## src/rtl/iambic_paddle_keyer_defines.svh

```systemverilog
// ----------------------------------------------------------------------------
// Iambic paddle keyer assertion macros
// Shared concurrent assertion forms for the keyer RTL.
// ----------------------------------------------------------------------------
`ifndef IAMBIC_PADDLE_KEYER_DEFINES_SVH
`define IAMBIC_PADDLE_KEYER_DEFINES_SVH

// Same-cycle implication, disabled in reset.
`define IPK_ASSERT_NOW(label, clk, rst, ante, cons) \
  label: assert property (@(posedge clk) disable iff (rst) (ante) |-> (cons)) \
    else $error("keyer assertion failed");

// Next-cycle implication, disabled in reset.
`define IPK_ASSERT_NEXT(label, clk, rst, ante, cons) \
  label: assert property (@(posedge clk) disable iff (rst) (ante) |=> (cons)) \
    else $error("keyer assertion failed");

`endif

```

## src/rtl/ipk_pkg.sv

```systemverilog
// ----------------------------------------------------------------------------
// Iambic paddle keyer package
// Types and constants shared by the keyer modules.
// ----------------------------------------------------------------------------
package ipk_pkg;

  localparam int CountW = 12;
  localparam int DitW = 11;
  localparam int ThrW = DitW + 2;
  localparam int CmpW = (CountW > ThrW) ? CountW : ThrW;

  localparam logic [CountW-1:0] CountMax = '1;
  localparam logic [DitW-1:0] DitReset = DitW'(60);

  typedef enum logic [1:0] {
    PH_IDLE = 2'd0,
    PH_KEY  = 2'd1,
    PH_GAP  = 2'd2
  } phase_t;

  typedef struct packed {
    logic dot_pressed;
    logic dash_pressed;
  } in_item_t;

  typedef struct packed {
    logic       key_out;
    logic [1:0] phase;
  } out_item_t;

endpackage

```

## src/rtl/iambic_paddle_keyer.sv

```systemverilog
// ----------------------------------------------------------------------------
// Iambic paddle keyer
// Tick-driven Morse paddle keyer with dot and dash memory.
// ----------------------------------------------------------------------------
// The keyer takes one tick item per clock cycle when the output is not
// stalled, and returns one result item per tick. An accepted item is
// captured in an input register; the keyer state, element timer and paddle
// memory then advance while the result is loaded into the output register,
// which happens once that register is free or being read. The output
// register lets a new tick enter while a result still waits. The dit length
// register may be written at any time the keyer has no tick in flight.

module iambic_paddle_keyer (
  input  logic                     clk,
  input  logic                     rst,
  input  logic                     in_valid,
  output logic                     in_ready,
  input  ipk_pkg::in_item_t        in_data,
  output logic                     out_valid,
  input  logic                     out_ready,
  output ipk_pkg::out_item_t       out_data,
  input  logic                     cfg_wen,
  input  logic [ipk_pkg::DitW-1:0] cfg_wdata
);
  import ipk_pkg::*;

  logic             stage_valid;
  in_item_t         stage_item;
  logic             advance;
  logic [DitW-1:0]  dit_ticks;
  out_item_t        core_result;

  assign advance  = stage_valid && (!out_valid || out_ready);
  assign in_ready = !stage_valid || advance;

  always_ff @(posedge clk) begin
    if (rst) begin
      dit_ticks <= DitReset;
    end else if (cfg_wen) begin
      dit_ticks <= cfg_wdata;
    end
  end

  always_ff @(posedge clk) begin
    if (rst) begin
      stage_valid <= 1'b0;
    end else if (in_ready) begin
      stage_valid <= in_valid;
    end
  end

  always_ff @(posedge clk) begin
    if (in_valid && in_ready) begin
      stage_item <= in_data;
    end
  end

  always_ff @(posedge clk) begin
    if (rst) begin
      out_valid <= 1'b0;
    end else if (advance) begin
      out_valid <= 1'b1;
    end else if (out_ready) begin
      out_valid <= 1'b0;
    end
  end

  always_ff @(posedge clk) begin
    if (advance) begin
      out_data <= core_result;
    end
  end

  ipk_core u_core (
    .clk       (clk),
    .rst       (rst),
    .step      (advance),
    .item      (stage_item),
    .dit_ticks (dit_ticks),
    .result    (core_result)
  );

endmodule

```

## src/rtl/ipk_core.sv

```systemverilog
// ----------------------------------------------------------------------------
// Iambic paddle keyer core
// Keyer state, element timer and paddle memory, advanced once per tick item.
// ----------------------------------------------------------------------------
`include "iambic_paddle_keyer_defines.svh"

module ipk_core (
  input  logic                   clk,
  input  logic                   rst,
  input  logic                   step,
  input  ipk_pkg::in_item_t      item,
  input  logic [ipk_pkg::DitW-1:0] dit_ticks,
  output ipk_pkg::out_item_t     result
);
  import ipk_pkg::*;

  phase_t            phase_reg;
  phase_t            phase_reg_next;
  logic [CountW-1:0] elapsed_ticks;
  logic [CountW-1:0] elapsed_ticks_next;
  logic              element_dot;
  logic              element_dot_next;
  logic              pending_dot;
  logic              pending_dot_next;
  logic              pending_dash;
  logic              pending_dash_next;

  logic [CountW-1:0] elapsed_inc;
  logic [ThrW-1:0]   dit_ext;
  logic [ThrW-1:0]   dash_len;
  logic [CmpW-1:0]   thr_sel;
  logic [CmpW-1:0]   thr_clip;
  logic              reached;

  always_ff @(posedge clk) begin
    if (rst) begin
      phase_reg     <= PH_IDLE;
      elapsed_ticks <= '0;
      element_dot   <= 1'b1;
      pending_dot   <= 1'b0;
      pending_dash  <= 1'b0;
    end else if (step) begin
      phase_reg     <= phase_reg_next;
      elapsed_ticks <= elapsed_ticks_next;
      element_dot   <= element_dot_next;
      pending_dot   <= pending_dot_next;
      pending_dash  <= pending_dash_next;
    end
  end

  always_comb begin
    elapsed_inc = (elapsed_ticks != CountMax) ? elapsed_ticks + 1'b1 : elapsed_ticks;
    dit_ext     = ThrW'(dit_ticks);
    dash_len    = (dit_ext << 1) + dit_ext;
    if (phase_reg == PH_KEY && !element_dot) begin
      thr_sel = CmpW'(dash_len);
    end else begin
      thr_sel = CmpW'(dit_ext);
    end
    thr_clip = (thr_sel > CmpW'(CountMax)) ? CmpW'(CountMax) : thr_sel;
    reached  = CmpW'(elapsed_inc) >= thr_clip;
  end

  always_comb begin
    phase_reg_next     = phase_reg;
    elapsed_ticks_next = elapsed_ticks;
    element_dot_next   = element_dot;
    pending_dot_next   = pending_dot;
    pending_dash_next  = pending_dash;
    case (phase_reg)
      PH_KEY: begin
        elapsed_ticks_next = elapsed_inc;
        if (reached) begin
          phase_reg_next     = PH_GAP;
          elapsed_ticks_next = '0;
          if (element_dot && item.dash_pressed) begin
            pending_dash_next = 1'b1;
          end
          if (!element_dot && item.dot_pressed) begin
            pending_dot_next = 1'b1;
          end
        end
      end
      PH_GAP: begin
        elapsed_ticks_next = elapsed_inc;
        if (reached) begin
          elapsed_ticks_next = '0;
          phase_reg_next     = PH_KEY;
          if (pending_dot) begin
            pending_dot_next = 1'b0;
            element_dot_next = 1'b1;
          end else if (pending_dash) begin
            pending_dash_next = 1'b0;
            element_dot_next  = 1'b0;
          end else if (item.dot_pressed) begin
            element_dot_next = 1'b1;
          end else if (item.dash_pressed) begin
            element_dot_next = 1'b0;
          end else begin
            phase_reg_next = PH_IDLE;
          end
        end
      end
      default: begin
        phase_reg_next = PH_IDLE;
        if (item.dot_pressed || item.dash_pressed) begin
          phase_reg_next     = PH_KEY;
          elapsed_ticks_next = '0;
          element_dot_next   = item.dot_pressed;
        end
      end
    endcase
  end

  assign result.key_out = (phase_reg_next == PH_KEY);
  assign result.phase   = phase_reg_next;

  `IPK_ASSERT_NEXT(a_hold_without_step, clk, rst, !step,
                   $stable(phase_reg) && $stable(elapsed_ticks) && $stable(pending_dot))
  `IPK_ASSERT_NEXT(a_idle_stays_idle, clk, rst,
                   step && phase_reg == PH_IDLE && !item.dot_pressed && !item.dash_pressed,
                   phase_reg == PH_IDLE)
  `IPK_ASSERT_NEXT(a_dot_starts_dot, clk, rst,
                   step && phase_reg == PH_IDLE && item.dot_pressed,
                   phase_reg == PH_KEY && element_dot && elapsed_ticks == '0)
  `IPK_ASSERT_NEXT(a_pending_dot_served, clk, rst,
                   step && phase_reg == PH_GAP && reached && pending_dot,
                   phase_reg == PH_KEY && element_dot && !pending_dot)
  `IPK_ASSERT_NEXT(a_key_goes_to_gap, clk, rst,
                   step && phase_reg == PH_KEY,
                   phase_reg == PH_KEY || phase_reg == PH_GAP)

endmodule

```

## config.mk

```make
export PLATFORM = sky130hd
export DESIGN_NAME = iambic_paddle_keyer
export DESIGN_NICKNAME = d
export VERILOG_FILES = /design/src/rtl/ipk_pkg.sv /design/src/rtl/iambic_paddle_keyer.sv /design/src/rtl/ipk_core.sv
export VERILOG_INCLUDE_DIRS = /design/src /design/src/rtl
export SDC_FILE = /design/constraint.sdc
export NUM_CORES = 1
export LEC_CHECK = 0
export BUFFER_PORTS_ARGS = -buffer_cell sky130_fd_sc_hd__buf_2
export CAP_MARGIN = 20
export CELL_PAD_IN_SITES_DETAIL_PLACEMENT = 2
export CELL_PAD_IN_SITES_GLOBAL_PLACEMENT = 2
export CORE_UTILIZATION = 25
export CTS_BUF_LIST = sky130_fd_sc_hd__clkbuf_2
export DETAILED_ROUTE_END_ITERATION = 7
export PLACE_DENSITY_LB_ADDON = 0.1
export RECOVER_POWER = 100
export SLEW_MARGIN = 20
export SYNTH_ARGS = -nofsm -noshare
export SYNTH_HDL_FRONTEND = slang
export SYNTH_HIERARCHICAL = 1
export SYNTH_SLANG_ARGS = --single-unit
```

## constraint.sdc

```tcl
create_clock -name clk -period 5.9 [get_ports clk]
set_input_delay 1.18 -clock clk [delete_from_list [all_inputs] [get_ports clk]]
set_output_delay 1.18 -clock clk [all_outputs]
set_load 0.03 [all_outputs]
```

# Yosys cells after proc, flatten, opt, wreduce, memory -nomap -nowiden
# Cells that the tools add are included.
# Widths: inputs -> output; s select.
# totals
reg_bits,35
inputBits,18
out_inout_bits,5
elab_cells,79
# op_classes
addsub,2
magnitude_cmp,2
n_eq_ne,10
n_mux,32
n_bitwise,1
reduce_logical,20
# op_table
cell,n
$mux 12,4
$mux 13,2
$mux 1,17
$add 12x11->13,1
$ge 12x13->1,1
$gt 13x12->1 const B,1
$add 12x1->12 const B,1
$ne 12x12->1 const B,1
$mux 2,5
$reduce_and 5->1,2
$reduce_bool 2->1,4
$ne 2x2->1 const B,3
$pmux 1 s2,3
$reduce_and 6->1,1
$logic_and 1x1->1,5
$ne 5x3->1 const B,1
$eq 2x1->1 const B,2
$ne 2x1->1 const B,2
$pmux 2 s2,1
$logic_not 1->1,3
$logic_or 1x1->1,3
$eq 2x2->1 const B,1
$reduce_and 2->1,1
$reduce_or 2->1,1
$not 1->1,1

# Depth between registers and ports, before layout
# Gate-level depths: netlist of run 1.
# depth
depth_word,9
depth_mapped,16

# Hierarchy
# The synthesis of run 1 kept the hierarchy.
# by_module_without_submodules
mod,instances,cells_per_inst,area_per_inst_um2
ipk_core,1,267,2029.4
iambic_paddle_keyer,1,50,631.9

# Least setup slack after synthesis of run 1
# Ideal clock, no wire load.
# synth_timing
path_kind,reg2reg
start,reg dit_ticks[3]
end,reg out_data[2] (netlist name) (data pin)
arrival_time_ps,3402
required_ps,5760
setup_slack_ps,2358
path_stages_with_launch,15
period_less_slack_ps,3542
cell_sequence,dfxtp_1 ha_1 a21o_1 a221oi_2 o31ai_2 a21oi_2 nand2_1 o22ai_1 ha_1 a211oi_2 o211ai_1 a41o_4 a21o_4 or3_4 a21oi_2
# synth_lines
element,line,rtl
start: declaration,iambic_paddle_keyer.sv:30,logic [DitW-1:0] dit_ticks;
start signal: assignment,iambic_paddle_keyer.sv:38,dit_ticks <= DitReset;
start signal: assignment,iambic_paddle_keyer.sv:40,dit_ticks <= cfg_wdata;
end signal: assignment,iambic_paddle_keyer.sv:70,out_data <= core_result;
end: declaration,iambic_paddle_keyer.sv:21,"output ipk_pkg::out_item_t out_data,"

==> results.cfg, run 1 <==
[run_status]
outcome = finished, violations left
violations = capacitance limit, slew limit

[critical_path]
critPathTopFamily = compound AO/OA/AOI/OAI gates
worstPathCellList = ha_1, a21o_1, a221oi_1, o31ai_1, a21oi_1, nand2_1, o22ai_1, ha_1, a211oi_1, o211ai_1, a41o_1, a21o_1, or3_1, a21oi_1
critPathMaxStageDelay_ns = 0.64
crit_cells = 14
critical_path.slowest_cell = a21oi_1
critical_path_class = flop to flop
cp-end-kind = flop
reg2reg_depth = 14
start_kind = flop
r2r_slack_ns = 1.14
cp.buffers_inverters = 0
timing.rr.start = dit_ticks[3]$_SDFFE_PP1P_
cp.arrival_ns = 5.03
required_ns = 6.16
r2r_end = out_data[2]$_DFFE_PP_
path_max_fanout = 9

[clocking]
clk_path_buf_depth = 2
tritoncts = yes
path_clk_slew_ns = 0.21
cts-root-buf = clkbuf_2
clock_latency_ns = 0.39
h-tree-depth = 2
cts_resized = 0
cts_made_buffers = 5
holdBufCountCts = 0
post-cts-setup-buffers = 0
clock-sinks = 35

[logic_synthesis]
yosys_most_used_dff = dfxtp_1
synthArstFlopShare_pct = 0
synth_edf_count = 5
synth.distinct_cells = 57
syn_area_um2 = 2661
synth_nets = 363
yosys.area.top_type_share_pct = 22.57
synth_area_leaders = dfxtp_1 23%, ha_1 13%, a21oi_1 6.6%, edfxtp_1 5.6%, nor2_1 3.9%
yosys.area.top_type = dfxtp_1
ys_ff_latch = 35
ys_warn_count = 6
syn_avg_cell_area_um2 = 8.395
seq_area_frac_synth_pct = 28.21
synth_cells = 317

[sta]
hold_viol_final = 0
holdWs_ns = 0.4890
finalCriticalPeriod_ns = 4.764
setup_ws_ns = 1.136
maxSlewViolCount = 27
post-route-period-util_pct = 80.75
finalSetupViolations = 0
worst_pin_slew_ns = 1.503
rsz0062_at_grt = false
fin_setup_tns_ns = 0
relSlewSlack_pct = -0.2061
clock.fmax_mhz = 209.9
fin_worst_skew_ns = 0.008420

[power]
peakVddDrop_uv = 69.80
power.density_nw_per_um2 = 169.6
p_leak_nw = 1.189
totalPowerFinal_mw = 0.4891

[finish]
num_antenna_cells = 0
final_common_cell = a21oi_1
regMostFlops = u_core/elapsed_ticks
largest_reg_flops = 12
nets = 384
fillers = 1235
area_growth_pct = 8.369
mostFrequentLayoutCells = 37 x a21oi_1, 30 x dfxtp_1, 28 x nor2_1, 27 x ha_1, 26 x nand2_1
reg_top3 = u_core/elapsed_ticks: 12 flops, dit_ticks: 11 flops, out_data: 3 flops
ff_latch_area_um2 = 750.7
drive_gt1_share_pct = 10.91
multiInputGateArea_um2 = 1748

[routing]
drtIter0Drc = 54
detail_route.wl_per_cell_um = 16.31
drc = 0
first_pass_iters = 4
vias_per_cell = 5.046
ant_nets = 0
routed-via-count = 2397
wirelength_mm = 7.747

[worst_hold_path]
hold_depth = 2
worstHoldStart = stage_valid$_SDFFE_PP0P_
hold_path_end = out_valid$_SDFFE_PP0P_
hp-class = flop to flop

[global_route]
met3_usage_pct = 2.558
grt-ovfl-total = 0
grtUsageMet1_pct = 19.95
grtUsageTotal_pct = 14.83
grt_max_degree = 28
grt_pass1_vias = 2559
antenna_found_initial = 0
use_met2_pct = 24.69
grt_pass1_wl_mm = 12.99
grt-busiest-layer = met2

[floorplan]
fp.dieW_um = 105.2
dieArea_um2 = 11060
core-area_um2 = 10320
row_count = 37
ios = 23
die_h_um = 105.2
initial_core_util_pct = 25.78

[run]
maxCapViolations = 1

[placed_design]
place_congestion = 0.7207
pre_cts_slack_ns = 1.758
port_buffers = 22
dpl.hpwl_mm = 6.056
worst min-delay path, cell delays in order, from the launching register on:
cell,delay (ns)
dfxtp_1,0.37
inv_1,0.05
a21oi_1,0.05
cells by family (layout without fill, tap and decap cells):
logic type	Yosys count	in the layout	share of synthesized area, %
adder cells (fa/ha/maj)	28	28	13.45
AND/OR/NAND/NOR	102	102	18.48
buffers and inverters	28	50	4.325
multiplexers	10	10	3.808
XOR/XNOR	10	10	3.291
AO/OA/AOI/OAI	104	104	28.44
flip-flops	35	35	28.21
worst max-delay path by stage:
stage	startpoint	slack, ns	end
final	dit_ticks[3]$_SDFFE_PP1P_	1.14	out_data[2]$_DFFE_PP_
after detailed placement	dit_ticks[3]$_SDFFE_PP1P_	1.76	u_core/elapsed_ticks[0]$_SDFFE_PP0P_
after global placement	dit_ticks[3]$_SDFFE_PP1P_	1.76	u_core/elapsed_ticks[3]$_SDFFE_PP0P_
after global routing	dit_ticks[4]$_SDFFE_PP1P_	0.69	out_data[2]$_DFFE_PP_
after CTS	dit_ticks[3]$_SDFFE_PP1P_	1.69	out_data[2]$_DFFE_PP_
after floorplan	dit_ticks[3]$_SDFFE_PP1P_	2.36	out_data[2]$_DFFE_PP_
layout make-up:
class                           instances  share of cell area [%]
Clock inverter                          2                  0.2603
Timing Repair Buffer                   22                   3.557
Multi-Input combinational cell        254                   60.61
Inverter                               20                   2.603
Sequential cell                        35                   26.03
Clock buffer                            6                   1.041
Tap cell                              136                   5.900
metrics by stage:
step                instances  utilization, %  area, um2
finish                    475           27.94       2884
global route              475           27.94       2884
CTS                       475           28.47       2939
detailed placement        467           28.11       2902
global placement          467           28.11       2902
floorplan                 317               -       2661
per-layer routing:
metal	up-vias	routed length (um)
met2	23	3605
met3	5	163
met5	-	0
met1	1166	3924
met4	0	54
li1	1203	-
synthesized netlist by cell type, drive strengths merged (6+ instances only):
cell and number:
a21oi 37, dfxtp 30, nor2 28, ha 27
nand2 26, inv 20, o21ai 16, nand3 11
mux2i 9, a21o 7, nor2b 7, nand2b 6
report_power, final:
group          internal (mW)  switching, mW
clock network         0.0286         0.0917
registers              0.251        0.00930
logic                 0.0435         0.0648
(Power assumes the default switching activity.)
==> run 2, diff against run 1 <==
==> constraint.sdc (replaced) <==
create_clock -name clk -period 5 [get_ports clk]
set_input_delay 1 -clock clk [delete_from_list [all_inputs] [get_ports clk]]
set_output_delay 1 -clock clk [all_outputs]
set_load 0.03 [all_outputs]
==> results.cfg, run 2 (synthesized netlist as in run 1, its figures left out) <==
[sta]
relSlewSlack_pct = 1.852
worst_pin_slew_ns = 1.472
finalCriticalPeriod_ns = 4.388
finalSetupViolations = 0
maxSlewViolCount = 0
rsz0062_at_grt = false
setup_ws_ns = 0.6122
holdWs_ns = 0.4866
fin_worst_skew_ns = 0.02222
post-route-period-util_pct = 87.76
hold_viol_final = 0
fin_setup_tns_ns = 0
clock.fmax_mhz = 227.9

[critical_path]
critical_path_class = flop to flop
critical_path.startpoint = dit_ticks[3]$_SDFFE_PP1P_
cp.buffers_inverters = 0
cp-end-kind = flop
critical_path.slowest_cell = a221oi_1
path_max_fanout = 9
critPathMaxStageDelay_ns = 0.54
critPathTopFamily = compound AO/OA/AOI/OAI gates
worstPathCellList = ha_1, a21o_1, a221oi_1, o31ai_1, a21oi_2, nand2_1, o22ai_1, ha_1, a211oi_2, o211ai_1, a41o_4, a21o_1, or3_4, a21oi_2
timing.rr.start = dit_ticks[3]$_SDFFE_PP1P_
cp.arrival_ns = 4.63
start_kind = flop
required_ns = 5.24

[finish]
num_antenna_cells = 0
drive_gt1_share_pct = 12.39
utilization_pct = 28.21
area_growth_pct = 9.450
fillers = 1222
ff_latch_area_um2 = 750.7
multiInputGateArea_um2 = 1777
largest_reg_flops = 12
mostFrequentLayoutCells = 35 x a21oi_1, 30 x dfxtp_1, 28 x nor2_1, 27 x ha_1, 26 x nand2_1
finalNonFillerCells = 475
reg_top3 = u_core/elapsed_ticks: 12 flops, dit_ticks: 11 flops, out_data: 3 flops
final_common_cell = a21oi_1
nets = 384
regMostFlops = u_core/elapsed_ticks

[clocking]
cts_made_buffers = 5
clock-sinks = 35
tritoncts = yes
cts-root-buf = clkbuf_2
clk_path_buf_depth = 2
post-cts-setup-buffers = 0
cts_resized = 0
clock_latency_ns = 0.38
holdBufCountCts = 0
h-tree-depth = 2
path_clk_slew_ns = 0.20

[run_status]
outcome = complete, no violations

[power]
peakVddDrop_uv = 89.44
p_leak_nw = 1.190
power.density_nw_per_um2 = 197.4

[floorplan]
fp.dieW_um = 105.2
core-area_um2 = 10320
initial_core_util_pct = 25.78
dieArea_um2 = 11060
ios = 23
die_h_um = 105.2
row_count = 37

[global_route]
antenna_found_initial = 0
met3_usage_pct = 2.371
grt-busiest-layer = met2
grt_pass1_wl_mm = 12.71
grtUsageMet1_pct = 19.60
grt_pass1_vias = 2528
grt_max_degree = 28
grtUsageTotal_pct = 14.55
grt-ovfl-total = 0
use_met2_pct = 24.36

[routing]
vias_per_cell = 5.000
ant_nets = 0
drtIter0Drc = 63
first_pass_iters = 4
drc = 0
routed-via-count = 2375
wirelength_mm = 7.596
detail_route.wl_per_cell_um = 15.99

[placed_design]
pre_cts_slack_ns = 0.8629
dpl.hpwl_mm = 6.001
place_congestion = 0.7207
dp_cells = 467
port_buffers = 22

[run]
maxCapViolations = 0

[worst_hold_path]
worstHoldStart = stage_valid$_SDFFE_PP0P_
hp-class = flop to flop
[run 2: final timing paths]
check / endpoint / slack [ns] / cells after the start
setup / recovery: out_data[2]$_DFFE_PP_ / 0.61 / 14
hold / removal: out_valid$_SDFFE_PP0P_ / 0.49 / 2
setup reg to reg: out_data[2]$_DFFE_PP_ / 0.61 / 14
hold reg to reg: out_valid$_SDFFE_PP0P_ / 0.49 / 2
[run 2: power by group]
group          switching [mW]  internal [mW]  total, mW
clock                   0.105         0.0338      0.139
sequential             0.0109          0.296      0.307
combinational          0.0766         0.0521      0.129
total                   0.193          0.382      0.575
[run 2: cell type report]
class | count | area share, %
Timing Repair Buffer | 22 | 3.522
Sequential cell | 35 | 25.77
Clock buffer | 6 | 1.031
Inverter | 20 | 2.577
Multi-Input combinational cell | 254 | 61.00
Tap cell | 136 | 5.842
Clock inverter | 2 | 0.2577
[run 2: through the flow]
step           power [mW]  instance area, um2
2_1_floorplan      0.4068                2661
3_3_place_gp       0.4437                2902
3_5_place_dp       0.4473                2902
4_1_cts            0.5975                2939
5_1_grt            0.6204                2913
6_report           0.5749                2913
[run 2: worst min-delay path, stage by stage (launching register included)]
cell and delay [ns]:
dfxtp_1 0.37, inv_1 0.05, a21oi_1 0.05
[run 2: metal layers]
metal | wire (um) | up-vias | part of all wire (%)
li1 | - | 1203 | -
met5 | 0 | - | 0
met2 | 3599 | 22 | 47
met4 | 37 | 0 | 0.49
met3 | 167 | 2 | 2.2
met1 | 3791 | 1148 | 50
